===== src/sv/assert_macros.svh =====
// Assertion macros shared by the kinematic point predictor RTL.
// Every macro samples on the rising edge of i_clk and is switched off while
// i_rst_n is low.
`ifndef ASSERT_MACROS_SVH
`define ASSERT_MACROS_SVH

// Same-cycle implication: whenever ante holds, cons holds too.
`define KPP_ASSERT_NOW(lbl, ante, cons, msg) \
    lbl: assert property (@(posedge i_clk) disable iff (!i_rst_n) (ante) |-> (cons)) \
        else $error(msg);

// Next-cycle implication: whenever ante holds, cons holds in the following cycle.
`define KPP_ASSERT_NEXT(lbl, ante, cons, msg) \
    lbl: assert property (@(posedge i_clk) disable iff (!i_rst_n) (ante) |=> (cons)) \
        else $error(msg);

`endif


===== src/sv/kpp_pkg.sv =====
`timescale 1ns / 1ps
// ----------------------------------------------------------------------------
// Kinematic point predictor package
// Widths, fill stage codes, lane operation codes and the control structs.
// ----------------------------------------------------------------------------
package kpp_pkg;

    localparam int POS_W  = 32;
    localparam int TS_W   = 32;
    localparam int VEL_W  = 48;
    localparam int ACC_W  = 64;
    localparam int KEEP_W = 17;
    localparam int SUM_W  = 44;
    localparam int TERM_W = 42;

    localparam logic [KEEP_W-1:0] ONE_Q16 = 17'h10000;

    // Iteration counts of the serial units (two bits per cycle).
    localparam int DIV_CYCLES = 33;
    localparam int MUL_CYCLES = 9;
    localparam int VT_CYCLES  = 16;
    localparam int AT_CYCLES  = 32;

    localparam logic [1:0] ST_EMPTY = 2'd0;
    localparam logic [1:0] ST_ONE   = 2'd1;
    localparam logic [1:0] ST_TWO   = 2'd2;
    localparam logic [1:0] ST_READY = 2'd3;

    typedef logic [3:0] t_op;

    localparam t_op OP_IDLE     = 4'd0;
    localparam t_op OP_SHIFT    = 4'd1;
    localparam t_op OP_VDIV_LD  = 4'd2;
    localparam t_op OP_ADIV_LD  = 4'd3;
    localparam t_op OP_DIV_STEP = 4'd4;
    localparam t_op OP_VSTORE   = 4'd5;
    localparam t_op OP_ASTORE   = 4'd6;
    localparam t_op OP_MUL_STEP = 4'd7;
    localparam t_op OP_VFIN     = 4'd8;
    localparam t_op OP_AFIN     = 4'd9;
    localparam t_op OP_VTERM_LD = 4'd10;
    localparam t_op OP_ATERM_LD = 4'd11;
    localparam t_op OP_TERM_STEP= 4'd12;
    localparam t_op OP_VTERM_FIN= 4'd13;
    localparam t_op OP_ATERM_FIN= 4'd14;

    typedef struct packed {
        t_op        op;
        logic [1:0] stage;
        logic [1:0] bits;
    } t_lane_cmd;

    typedef struct packed {
        logic       done;
        logic [1:0] stage;
    } t_ctrl_stat;

endpackage


===== src/sv/kpp_ctrl.sv =====
`timescale 1ns / 1ps
// ----------------------------------------------------------------------------
// Kinematic point predictor sequencer
// Accepts transactions, keeps fill stage, time and keep weights, and steps
// the three axis lanes through division, blending and extrapolation.
// ----------------------------------------------------------------------------
module kpp_ctrl import kpp_pkg::*; (
    input  logic              i_clk,
    input  logic              i_rst_n,
    input  logic              i_valid,
    input  logic              i_mode,
    input  logic [TS_W-1:0]   i_timestamp,
    output logic              o_ready,
    input  logic              i_cfg_we,
    input  logic              i_cfg_idx,
    input  logic [KEEP_W-1:0] i_cfg_data,
    input  logic              i_res_ready,
    output t_lane_cmd         o_cmd,
    output logic [TS_W-1:0]   o_dt,
    output t_ctrl_stat        o_stat
);

    localparam logic [4:0] S_IDLE  = 5'd0;
    localparam logic [4:0] S_VLD   = 5'd1;
    localparam logic [4:0] S_VDIV  = 5'd2;
    localparam logic [4:0] S_VST   = 5'd3;
    localparam logic [4:0] S_VMUL  = 5'd4;
    localparam logic [4:0] S_VFIN  = 5'd5;
    localparam logic [4:0] S_ALD   = 5'd6;
    localparam logic [4:0] S_ADIV  = 5'd7;
    localparam logic [4:0] S_AST   = 5'd8;
    localparam logic [4:0] S_AMUL  = 5'd9;
    localparam logic [4:0] S_AFIN  = 5'd10;
    localparam logic [4:0] S_VTLD  = 5'd11;
    localparam logic [4:0] S_VTERM = 5'd12;
    localparam logic [4:0] S_VTFIN = 5'd13;
    localparam logic [4:0] S_ATLD  = 5'd14;
    localparam logic [4:0] S_ATERM = 5'd15;
    localparam logic [4:0] S_ATFIN = 5'd16;
    localparam logic [4:0] S_OUT   = 5'd17;

    localparam logic REG_VKEEP = 1'b0;
    localparam logic REG_AKEEP = 1'b1;

    logic [4:0]        r_state, n_state;
    logic [5:0]        r_cnt;
    logic [1:0]        r_stage;
    logic [TS_W-1:0]   r_t0, r_dt;
    logic [KEEP_W-1:0] r_vkeep, r_akeep;
    logic [17:0]       r_kbits;
    logic [63:0]       r_tbits, r_sq, n_sq;
    logic [31:0]       r_sqb;
    logic              w_accept;
    logic [TS_W-1:0]   w_dt_raw;
    logic [KEEP_W-1:0] w_vk_clamp, w_ak_clamp;

    assign o_ready    = (r_state == S_IDLE);
    assign w_accept   = i_valid && o_ready;
    assign w_dt_raw   = i_timestamp - r_t0;
    assign w_vk_clamp = (r_vkeep > ONE_Q16) ? ONE_Q16 : r_vkeep;
    assign w_ak_clamp = (r_akeep > ONE_Q16) ? ONE_Q16 : r_akeep;
    assign o_dt       = r_dt;
    assign o_stat     = '{done: (r_state == S_OUT), stage: r_stage};

    // Squared interval for the quadratic term, built during the linear term.
    always_comb begin
        n_sq = r_sq;
        for (int i = 0; i < 2; i++) begin
            n_sq = {n_sq[62:0], 1'b0} + (r_sqb[31-i] ? {32'd0, r_dt} : 64'd0);
        end
    end

    always_comb begin
        o_cmd = '{op: OP_IDLE, stage: r_stage, bits: 2'b00};
        n_state = r_state;
        case (r_state)
            S_IDLE: begin
                if (w_accept && !i_mode) begin
                    o_cmd.op = OP_SHIFT;
                    n_state  = (r_stage == ST_EMPTY) ? S_IDLE : S_VLD;
                end else if (w_accept) begin
                    n_state = (r_stage == ST_TWO || r_stage == ST_READY) ? S_VTLD : S_OUT;
                end
            end
            S_VLD: begin
                o_cmd.op = OP_VDIV_LD;
                n_state  = S_VDIV;
            end
            S_VDIV: begin
                o_cmd.op = OP_DIV_STEP;
                if (r_cnt == 6'(DIV_CYCLES - 1)) n_state = S_VST;
            end
            S_VST: begin
                o_cmd.op = OP_VSTORE;
                if (r_stage == ST_ONE) n_state = S_IDLE;
                else if (r_stage == ST_TWO) n_state = S_ALD;
                else n_state = S_VMUL;
            end
            S_VMUL: begin
                o_cmd.op   = OP_MUL_STEP;
                o_cmd.bits = r_kbits[17:16];
                if (r_cnt == 6'(MUL_CYCLES - 1)) n_state = S_VFIN;
            end
            S_VFIN: begin
                o_cmd.op = OP_VFIN;
                n_state  = S_ALD;
            end
            S_ALD: begin
                o_cmd.op = OP_ADIV_LD;
                n_state  = S_ADIV;
            end
            S_ADIV: begin
                o_cmd.op = OP_DIV_STEP;
                if (r_cnt == 6'(DIV_CYCLES - 1)) n_state = S_AST;
            end
            S_AST: begin
                o_cmd.op = OP_ASTORE;
                n_state  = (r_stage == ST_TWO) ? S_IDLE : S_AMUL;
            end
            S_AMUL: begin
                o_cmd.op   = OP_MUL_STEP;
                o_cmd.bits = r_kbits[17:16];
                if (r_cnt == 6'(MUL_CYCLES - 1)) n_state = S_AFIN;
            end
            S_AFIN: begin
                o_cmd.op = OP_AFIN;
                n_state  = S_IDLE;
            end
            S_VTLD: begin
                o_cmd.op = OP_VTERM_LD;
                n_state  = S_VTERM;
            end
            S_VTERM: begin
                o_cmd.op   = OP_TERM_STEP;
                o_cmd.bits = r_tbits[63:62];
                if (r_cnt == 6'(VT_CYCLES - 1)) n_state = S_VTFIN;
            end
            S_VTFIN: begin
                o_cmd.op = OP_VTERM_FIN;
                n_state  = (r_stage == ST_READY) ? S_ATLD : S_OUT;
            end
            S_ATLD: begin
                o_cmd.op = OP_ATERM_LD;
                n_state  = S_ATERM;
            end
            S_ATERM: begin
                o_cmd.op   = OP_TERM_STEP;
                o_cmd.bits = r_tbits[63:62];
                if (r_cnt == 6'(AT_CYCLES - 1)) n_state = S_ATFIN;
            end
            S_ATFIN: begin
                o_cmd.op = OP_ATERM_FIN;
                n_state  = S_OUT;
            end
            S_OUT: begin
                if (i_res_ready) n_state = S_IDLE;
            end
            default: begin
                n_state = S_IDLE;
            end
        endcase
    end

    always_ff @(posedge i_clk) begin
        if (!i_rst_n) begin
            r_state <= S_IDLE;
            r_stage <= ST_EMPTY;
            r_t0    <= '0;
            r_vkeep <= '0;
            r_akeep <= '0;
            r_cnt   <= '0;
        end else begin
            r_state <= n_state;
            r_cnt   <= (n_state != r_state) ? 6'd0 : r_cnt + 6'd1;
            if (i_cfg_we && i_cfg_idx == REG_VKEEP) r_vkeep <= i_cfg_data;
            if (i_cfg_we && i_cfg_idx == REG_AKEEP) r_akeep <= i_cfg_data;
            if (w_accept && !i_mode) begin
                r_t0 <= i_timestamp;
                if (r_stage == ST_EMPTY) r_stage <= ST_ONE;
            end
            if (r_state == S_VST && r_stage == ST_ONE) r_stage <= ST_TWO;
            if (r_state == S_AST && r_stage == ST_TWO) r_stage <= ST_READY;
        end
    end

    always_ff @(posedge i_clk) begin
        if (w_accept) begin
            r_dt <= (!i_mode && w_dt_raw == '0) ? 32'd1 : w_dt_raw;
        end
        case (r_state)
            S_VST:   r_kbits <= {1'b0, w_vk_clamp};
            S_AST:   r_kbits <= {1'b0, w_ak_clamp};
            S_VMUL, S_AMUL: r_kbits <= {r_kbits[15:0], 2'b00};
            S_VTLD: begin
                r_tbits <= {r_dt, 32'd0};
                r_sq    <= '0;
                r_sqb   <= r_dt;
            end
            S_VTERM: begin
                r_tbits <= {r_tbits[61:0], 2'b00};
                r_sq    <= n_sq;
                r_sqb   <= {r_sqb[29:0], 2'b00};
            end
            S_ATLD:  r_tbits <= r_sq;
            S_ATERM: r_tbits <= {r_tbits[61:0], 2'b00};
            default: begin
            end
        endcase
    end

endmodule


===== config.mk =====
export PLATFORM = sky130hd
export DESIGN_NAME = kpp_ctrl
export DESIGN_NICKNAME = d
export VERILOG_FILES = /design/src/sv/assert_macros.svh /design/src/sv/kpp_pkg.sv /design/src/sv/kpp_ctrl.sv
export SDC_FILE = /design/constraint.sdc
export NUM_CORES = 1
export LEC_CHECK = 0
export ABC_AREA = 1
export BUFFER_PORTS_ARGS = -buffer_cell sky130_fd_sc_hd__buf_4
export CORE_AREA = 10 10 206 306
export DETAILED_ROUTE_END_ITERATION = 6
export DIE_AREA = 0 0 216 316
export HOLD_SLACK_MARGIN = 0.15
export PLACE_DENSITY_LB_ADDON = 0.05
export SYNTH_ARGS = -nofsm -noshare
export SYNTH_HDL_FRONTEND = slang
export SYNTH_SLANG_ARGS = --single-unit

===== constraint.sdc =====
create_clock -name i_clk -period 8 [get_ports i_clk]
set_input_delay 1.6 -clock i_clk [delete_from_list [all_inputs] [get_ports i_clk]]
set_output_delay 1.6 -clock i_clk [all_outputs]
set_load 0.02 [all_outputs]

==> run_results.csv, run 1 <==
group,metric,value,unit
cts,postCtsSetupRepairBufs,0,
yosys,syn-cell-area,21100,um2
yosys,async_flop_share,0,%
power,leakagePower,11.4,nW
yosys,ys_ff_latch,289,
yosys,synth_edf_count,210,
yosys,ys.flop_type,"edfxtp_1",
status,outcome,"completed",
floorplan,die_height,316,um
sta,finalSetupViolCount,0,
sta,slew_headroom,30.6,%
route,drt-vias-per-instance,5.12,
cells_and_area,num-fill-cells,6108,
yosys,synthDistinctLibCells,58,
power,vdd_ir_drop_max,0.000174,V
route,vias,19813,
floorplan,die-area,68300,um2
critical_path,cp_top_family,"simple AND/OR/NAND/NOR gates",
cts,cts_hold_buf,0,
placed_design,numPortBuffers,99,
yosys,ys_top_cells_by_count,"nand2_1, inv_1, nor2_1",
cts,clock-sinks,289,
placed_design,dp_slack,2.81,ns
cells_and_area,antennaDiodeCount,0,
cts,tritoncts,"built",
critical_path,cpPeakStageDelay,0.74,ns
cts,cts.clk_slew.worst_paths,0.06,ns
critical_path,crit_path_frequent_cell,"nand2_1",
yosys,synth_top_cell_area_share,29.9,%
cts,clkLatencyLatePin,0.57,ns
yosys,synth_largest_area_cell,"edfxtp_1",
floorplan,io-pin-count,100,
global_routing,antenna_found_initial,0,
global_routing,grt_pass1_vias,20008,
critical_path,cp.required,8.32,ns
route,routed_wl,80200,um
sta,min_period,5.18,ns
cts,cts_buffers,34,
global_routing,grt.overflow.total,0,
cells_and_area,fin_nets,3233,
yosys,synthTopCellsByArea,"edfxtp_1, nand2_1, inv_1, dfxtp_1, ha_1",
cts,clockRootBuffer,"clkbuf_16",
sta,tightest_slew,1.04,ns
floorplan,start_util,36.7,%
sta,finalHoldViolCount,0,
route,dr.pass1.iters,7,
critical_path,critical_path_class,"reg2reg",
cts,clockBufferDepth,3,
critical_path,end_kind,"flop",
critical_path,slowest_stage,"edfxtp_1",
cells_and_area,post-route-util,41.4,%
route,avgRoutedWirePerCell,20.7,um
floorplan,core_area,57400,um2
yosys,synth.yosys.seq_area_share,37.5,%
yosys,yosysMostFrequentCell,"nand2_1",
floorplan,fp.dieW,216,um
yosys,synth_nets,3149,
critical_path,crit_path_start_kind,"flop",
flow_run,drv_cap,0,
critical_path,path_buf_inv,3,
yosys,postSynthAreaPerCell,7.04,um2
cts,cts_max_level,2,
critical_path,crit_path_max_fanout,17,
sta,rsz0062_at_grt,"no",
floorplan,rows,108,
sta,fin_skew,0.0237,ns
placed_design,dp_hpwl,65000,um
yosys,synth_warnings,0,
global_routing,grt_pass1_wl,121000,um
placed_design,gp_congestion,0.968,
yosys,synth_cells,2993,
cells_and_area,area_growth,12.9,%
critical_path,path_cells,"buf_4, nand2_1, inv_1, ha_1, nand3_1, nand3_1, nand3_1, nand3_1, a31oi_1, xnor2_1, ha_1, nand2_1, nor2_1, inv_1, o21ai_0, a21oi_1, nand2_1, nand4_1, nand2_1, nand2_1, nor2_1, nand3_1, nand2_1, nor2_1",
global_routing,grt_max_degree,71,
sta,finalCritPeriodShare,64.7,%
sta,max_freq,193,MHz
power,p_per_area,317,nW/um2
route,drt_iter0_drc,1176,
cts,cts-resized-gates,0,
route,drc,0,
route,ant_nets,0,
critical_path,arrival,5.50,ns
min_path,hold_path_class,"reg2reg",
sta,slew_viol_final,0,
sta,setup_slack,2.82,ns
sta,setup_tns,0,ns
global_routing,gr-usage-all-layers,23.1,%
cells_and_area,drive_gt1_share,9.03,%
-- metrics by stage --
| step | power [mW] | cells | hold slack [ns] | cell area [um2] |
|---|---|---|---|---|
| floorplan | 4.58 | 2993 | 0.430 | 21100 |
| global placement | 5.91 | 3811 | 0.445 | 22600 |
| detailed placement | 5.91 | 3811 | 0.451 | 22600 |
| CTS | 7.58 | 3872 | 0.460 | 23800 |
| global route | 8.07 | 3872 | 0.478 | 23800 |
| finish | 7.53 | 3872 | 0.456 | 23800 |
-- routing by layer --
layer	wire length [um]	GRT usage, %
met3	2860	2.82
met5	0	0
met2	41900	43.8
met1	31400	24.9
met4	4080	11.4
-- flip-flops by register name, summed over array words and instances (netlist names) --
name     flops
r_t0        32
r_kbits     18
r_sqb       32
r_stage      2
r_cnt        6
o_dt        32
r_vkeep     17
r_tbits     64
r_state      5
r_akeep     17
r_sq        64
-- cell type report --
type,count,area (um2),area share (%)
sequential,289,7890,33.2
tap,770,963,4.05
inverter,491,1840,7.75
timing repair buffer,111,833,3.50
clock inverter,21,254,1.07
clock buffer,40,893,3.76
multi-input combinational,2150,11100,46.7
-- cells by family after synthesis --
kind of cell / after synthesis / synth area share [%]
adder cells (fa/ha/maj): 100 / 6.05
XOR/XNOR: 67 / 2.79
flip-flops: 289 / 37.5
AO/OA/AOI/OAI: 470 / 13.0
buffers and inverters: 554 / 9.99
AND/OR/NAND/NOR: 1513 / 30.7
-- cell usage in the layout, fill, tap and decap left out, types with 35 or more instances in the layout --
master,instances
nand3_1,136
edfxtp_1,210
inv_1,470
o21ai_0,145
nor2_2,35
nand4_1,36
nand2_1,871
xor2_1,51
dfxtp_1,79
buf_4,111
ha_1,97
nor2_1,303
a21oi_1,180
-- final timing paths --
check | slack, ns | cells past startpoint | endpoint | from
hold reg to reg | 0.46 | 2 | r_t0[16]$_SDFFE_PN0P_ | r_t0[16]$_SDFFE_PN0P_
setup / recovery | 2.82 | 24 | r_sq[62]$_SDFFCE_PN0P_ | r_sqb[31]$_DFFE_PP_
hold / removal | 0.46 | 2 | r_t0[16]$_SDFFE_PN0P_ | r_t0[16]$_SDFFE_PN0P_
setup reg to reg | 2.82 | 24 | r_sq[62]$_SDFFCE_PN0P_ | r_sqb[31]$_DFFE_PP_
-- worst reg2reg max path: cells and delay by family, from the launching register on --
kind	cells	cell delay, ns
AND/OR/NAND/NOR	15	2.21
flip-flops	1	0.74
AO/OA/AOI/OAI	3	0.71
adder cells (fa/ha/maj)	2	0.69
buffers and inverters	3	0.46
XOR/XNOR	1	0.12
-- report_power, final --
part	internal, mW	switching (mW)
registers	1.92	0.314
logic	1.12	2.55
clock network	0.943	0.685
total	3.98	3.55
Power figures use the tool's default switching activity.
==> run 2: changes to the inputs <==
Clock period 8 ns to 4.7 ns, I/O delays scaled along.
==> run 2 against run 1 <==
  * The run now ends with design-rule violations left
  * Fmax up 16%
  * Worst setup slack got worse by 2.6 ns
  * Clock skew increased by 0.00072 ns
  * Hold slack about the same
  * Die area unchanged
  * Non-clock buffer count up 73
  * Combinational power increased by 110%
  * Via count grew 2.0%
  * Critical path type unchanged
  * Largest power group unchanged
==> run_results.csv, run 2 (synthesized netlist as in run 1, its figures left out) <==
group,metric,value,unit
status,outcome,"finished with violations",
status,violations,"design-rule violations",
cts,clock-sinks,289,
flow_run,drv_cap,0,
floorplan,io-pin-count,100,
route,dr.pass1.iters,7,
cells_and_area,final_cell_area,24700,um2
min_path,hold_path_class,"reg2reg",
critical_path,crit_path_start_kind,"flop",
route,vias,20205,
floorplan,core_area,57400,um2
power,p_per_area,557,nW/um2
min_path,hold-path-endpoint,"r_t0[23]$_SDFFE_PN0P_",
critical_path,end_kind,"flop",
cts,clockBufferDepth,3,
sta,slew_viol_final,0,
cts,cts_hold_buf,0,
sta,finalSetupViolCount,0,
cts,cts.clk_slew.worst_paths,0.06,ns
power,leakagePower,11.8,nW
global_routing,antenna_found_initial,0,
global_routing,grt_pass1_vias,20496,
cells_and_area,layout_commonest_cell,"nand2_1",
route,drt-vias-per-instance,5.12,
global_routing,grt.overflow.total,0,
sta,tightest_slew,0.953,ns
sta,finalHoldViolCount,0,
sta,slew_headroom,36.5,%
min_path,hold_depth,2,
critical_path,ff2ff_path_depth,24,
route,drc,8,
cts,cts_buffers,34,
sta,timing.hold.ws,0.456,ns
cts,cts_max_level,2,
route,avgRoutedWirePerCell,21.2,um
global_routing,grt_pass1_wl,124000,um
placed_design,numPortBuffers,99,
cells_and_area,fin_nets,3306,
cts,clkLatencyLatePin,0.55,ns
critical_path,r2r_start,"r_sqb[31]$_DFFE_PP_",
sta,min_period,4.47,ns
floorplan,rows,108,
floorplan,fp.dieW,216,um
route,ant_nets,0,
critical_path,r2r-end,"r_sq[54]$_SDFFCE_PN0P_",
critical_path,rrSetupSlack,0.23,ns
critical_path,critical_path_class,"reg2reg",
cts,clockRootBuffer,"clkbuf_16",
cells_and_area,antennaDiodeCount,0,
global_routing,grt_max_degree,77,
critical_path,arrival,4.75,ns
critical_path,cp.required,4.98,ns
cells_and_area,area_growth,17.3,%
placed_design,gp_congestion,1.01,
cells_and_area,num-fill-cells,6072,
floorplan,start_util,36.7,%
cts,tritoncts,"built",
min_path,hp-start,"r_t0[23]$_SDFFE_PN0P_",
cells_and_area,layout_common_cells,"nand2_1, inv_1, nor2_1",
cells_and_area,drive_gt1_share,13.3,%
global_routing,gr-usage-all-layers,24.0,%
floorplan,die_height,316,um
floorplan,die-area,68300,um2
cells_and_area,top_regs,"r_sq: 64 flops, r_tbits: 64 flops",
sta,rsz0062_at_grt,"yes",
sta,setup_tns,0,ns
sta,max_freq,224,MHz
placed_design,dp_hpwl,67800,um
route,drt_iter0_drc,1359,
sta,finalCritPeriodShare,95.1,%
placed_design,place_area,23200,um2
power,vdd_ir_drop_max,0.000310,V
route,routed_wl,83500,um
critical_path,crit_path_max_fanout,32,
sta,fin_skew,0.0244,ns
-- run 2: critical path, cell delays in order, from the launching register on --
cell      delay, ns
edfxtp_1       0.41
buf_12         0.19
nand2_1        0.10
inv_1          0.06
ha_1           0.34
nand2_2        0.14
inv_1          0.07
nand2_1        0.06
nand2_1        0.08
nand2_1        0.12
nand3_1        0.21
xor2_1         0.23
ha_1           0.38
nand2_1        0.13
o21ai_0        0.28
a21oi_1        0.09
nand2_2        0.18
nand3_1        0.10
nand2_1        0.15
nand4_1        0.13
nand2_2        0.17
nand3_2        0.14
buf_4          0.16
nor3_1         0.18
nor2_2         0.07
-- run 2: layer usage --
metal	vias to the layer above	GRT usage, %	part of all wire, %
li1	10049	-	-
met1	9438	25.6	38
met2	532	44.7	52
met3	186	2.93	4.2
met4	0	14.1	6.4
met5	-	0	0
-- run 2: power breakdown --
group / switching (mW) / leakage [nW] / internal, mW
clock network: 1.14 / 0.541 / 1.53
logic: 5.07 / 8.79 / 2.52
registers: 0.257 / 2.45 / 3.26
-- run 2: worst max-delay path by stage --
stage / startpoint / endpoint / slack (ns)
2_1_floorplan: i_valid / o_cmd[4] / 0.34
3_3_place_gp: r_sqb[31]$_DFFE_PP_ / r_sq[26]$_SDFFCE_PN0P_ / -0.25
3_5_place_dp: r_sqb[31]$_DFFE_PP_ / r_sq[26]$_SDFFCE_PN0P_ / -0.19
4_1_cts: r_sqb[31]$_DFFE_PP_ / r_sq[57]$_SDFFCE_PN0P_ / 0.006
5_1_grt: r_sqb[31]$_DFFE_PP_ / r_sq[53]$_SDFFCE_PN0P_ / -0.04
6_report: r_sqb[31]$_DFFE_PP_ / r_sq[54]$_SDFFCE_PN0P_ / 0.23
-- run 2: per-stage QoR --
stage | power [mW] | worst slack (ns) | instances | util [%]
finish | 13.8 | 0.231 | 3944 | 43.0
floorplan | 7.80 | 0.344 | 2993 | -
CTS | 13.4 | 0.00552 | 3940 | 42.3
global route | 14.7 | -0.0417 | 3944 | 43.0
global placement | 10.7 | -0.252 | 3880 | 40.4
detailed placement | 10.7 | -0.194 | 3880 | 40.4
-- run 2: repair_timing --
action,CTS,global route
gates resized for setup,7,91
pin swaps,0,11
buffers inserted,0,4
endpoints found under the setup margin,9,34
-- run 2: area by class of cell --
class / instances / area (um2) / share of cell area [%]
inverters: 491 / 1840 / 7.46
flip-flops and latches: 289 / 7890 / 31.9
well taps: 770 / 963 / 3.90
repair buffers: 184 / 1420 / 5.74
multi-input cells: 2150 / 11500 / 46.6
clock inverters: 17 / 150 / 0.608
clock buffers: 43 / 937 / 3.79
==> run 3: changes to the inputs <==
Settings changed: ABC_AREA 1 to unset, CORE_AREA 10 10 206 306 to 10 10 196 291, DIE_AREA 0 0 216 316 to 0 0 206 301, PLACE_DENSITY_LB_ADDON 0.05 to unset.
==> run 3 against run 2 <==
  * The flow finishes with violations (negative setup slack)
  * Synthesized cell count fell by 30%
  * Clock power barely moved
  * First-iteration DRC count fell by 22%
  * Largest cell class unchanged
  * Largest power group is now registers
==> run_results.csv, run 3 <==
group,metric,value,unit
yosys,synth_cells,2110,
global_routing,gr-usage-all-layers,21.0,%
sta,max_freq,184,MHz
route,dr.pass1.iters,6,
yosys,async_flop_share,0,%
yosys,ys_ff_latch,289,
yosys,synth.yosys.seq_area_share,41.7,%
floorplan,fp.dieW,206,um
cells_and_area,top_regs,"r_sq: 64 flops, r_tbits: 64 flops",
yosys,synth_top_family_by_area,"simple AND/OR/NAND/NOR gates",
floorplan,die_height,301,um
placed_design,dp_slack,-0.683,ns
critical_path,end_kind,"flop",
cts,cts_buffers,31,
cells_and_area,drive_gt1_share,23.4,%
cts,cts.clk_slew.worst_paths,0.07,ns
global_routing,grt.overflow.total,0,
critical_path,crit_path_max_fanout,5,
power,leakagePower,9.83,nW
placed_design,gp_congestion,0.986,
route,avgRoutedWirePerCell,21.1,um
route,drt_iter0_drc,1060,
floorplan,rows,102,
yosys,synthTopCellsByArea,"edfxtp_1, dfxtp_1, nand2_1, ha_1, a21oi_1",
flow_run,drv_cap,0,
sta,fin_skew,0.0246,ns
cts,clockBufferDepth,3,
cells_and_area,area_growth,27.7,%
sta,min_period,5.42,ns
yosys,synth_nets,2266,
sta,setup_tns,-18.31,ns
placed_design,dp_hpwl,51500,um
global_routing,grt_pass1_wl,101000,um
sta,tightest_slew,1.25,ns
global_routing,grt_max_degree,65,
route,drc,0,
yosys,yosysMostFrequentCell,"nand2_1",
status,violations,"negative setup slack",
yosys,synth-simple-area-share,22.5,%
yosys,synthAdderAreaFrac,6.73,%
floorplan,core_area,51600,um2
power,p_total,8.05,mW
sta,finalSetupViolCount,34,
yosys,synth_top_cell_area_share,33.3,%
cts,cts_hold_buf,0,
power,p_per_area,333,nW/um2
sta,timing.hold.ws,0.454,ns
yosys,synth_xor_area_share,6.33,%
critical_path,cp.required,5.02,ns
cells_and_area,layout_commonest_cell,"buf_4",
cells_and_area,layout_common_cells,"buf_4, nand2_1, edfxtp_1",
yosys,yosys-mux-area-fraction,0.0595,%
critical_path,rrSetupSlack,-0.72,ns
critical_path,arrival,5.75,ns
yosys,synth_compound_area_share,18.7,%
cells_and_area,num-fill-cells,4963,
yosys,synth_edf_count,210,
sta,finalHoldViolCount,0,
route,drt-vias-per-instance,5.53,
yosys,ys.flop_type,"edfxtp_1",
yosys,ys_top_cells_by_count,"nand2_1, edfxtp_1, a21oi_1",
route,ant_nets,0,
floorplan,io-pin-count,100,
critical_path,crit_path_start_kind,"flop",
cts,clkLatencyLatePin,0.62,ns
global_routing,grt_pass1_vias,17857,
min_path,hold_path_class,"reg2reg",
sta,slew_headroom,16.8,%
power,vdd_ir_drop_max,0.000296,V
yosys,synth_warnings,0,
cells_and_area,fin_nets,2615,
global_routing,antenna_found_initial,2,
placed_design,numPortBuffers,99,
sta,rsz0062_at_grt,"yes",
floorplan,start_util,36.7,%
cts,clock-sinks,289,
yosys,postSynthAreaPerCell,8.97,um2
floorplan,die-area,62000,um2
sta,finalCritPeriodShare,115,%
route,vias,17483,
cts,tritoncts,"built",
sta,setup_slack,-0.722,ns
status,outcome,"finished with violations",
yosys,synth_largest_area_cell,"edfxtp_1",
route,routed_wl,66600,um
cts,cts_max_level,1,
critical_path,critical_path_class,"reg2reg",
sta,slew_viol_final,0,
yosys,syn-cell-area,18900,um2
yosys,synthDistinctLibCells,95,
cts,clockRootBuffer,"clkbuf_16",
run 3: power by group:
group          switching, mW  internal [mW]  leakage [nW]
clock                   1.12           1.55         0.545
combinational           1.33           1.06          6.70
sequential             0.111           2.88          2.58
run 3: what timing repair did:
| item | in CTS | in global routing |
|---|---|---|
| setup endpoints to repair | 36 | 40 |
| pin swaps | 37 | 41 |
| resized for setup | 38 | 40 |
| setup buffers | 19 | 12 |
run 3: final timing paths:
path | startpoint | cells after the start | end
worst max-delay path | r_sqb[31]$_DFFE_PP_ | 22 | r_sq[60]$_SDFFCE_PN0P_
worst min-delay path | r_t0[6]$_SDFFE_PN0P_ | 2 | r_t0[6]$_SDFFE_PN0P_
worst max register to register | r_sqb[31]$_DFFE_PP_ | 22 | r_sq[60]$_SDFFCE_PN0P_
worst min register to register | r_t0[6]$_SDFFE_PN0P_ | 2 | r_t0[6]$_SDFFE_PN0P_
run 3: cells by family (layout without fill, tap and decap cells):
kind of cell,Yosys count,after routing
AND/OR/NAND/NOR,889,889
adder cells (fa/ha/maj),100,100
AO/OA/AOI/OAI,510,510
multiplexers,1,1
buffers and inverters,185,559
flip-flops,289,289
XOR/XNOR,136,136
other,0,1
run 3: critical path, stage by stage (launching register included):
cell and delay [ns]:
edfxtp_1 0.42, and2_1 0.17, ha_2 0.18, fa_2 0.34, a21o_1 0.21, a221o_2 0.44
o22ai_4 0.19, o21bai_4 0.08, a21oi_2 0.17, o21bai_1 0.11, a21oi_2 0.21, xnor2_2 0.12
ha_4 0.29, nand3_2 0.06, or3_4 0.34, a211oi_4 0.24, o211ai_1 0.16, a21oi_2 0.31
o2111ai_4 0.23, or2_4 0.35, nor3_4 0.23, and4_1 0.21, nor3_1 0.05
run 3: area by class of cell:
class,instances,area (um2),share of cell area (%)
Antenna cell,1,2.50,0.0104
Multi-Input combinational cell,1636,10800,44.6
Inverter,81,304,1.26
Timing Repair Buffer,420,3240,13.4
Sequential cell,289,7890,32.6
Clock buffer,39,872,3.61
Clock inverter,19,238,0.984
Tap cell,676,846,3.50
run 3: metrics by stage:
stage | std cells | instance area (um2) | utilization [%]
floorplan | 2110 | 19100 | -
global placement | 3072 | 22500 | 43.6
detailed placement | 3072 | 22500 | 43.6
CTS | 3149 | 23900 | 46.3
global route | 3160 | 24200 | 46.9
finish | 3161 | 24200 | 46.9
run 3: metal layers:
metal | GRT usage (%) | wire (um)
met1 | 21.0 | 23400
met2 | 39.6 | 35900
met3 | 2.50 | 2810
met4 | 13.5 | 4540
met5 | 0 | 0
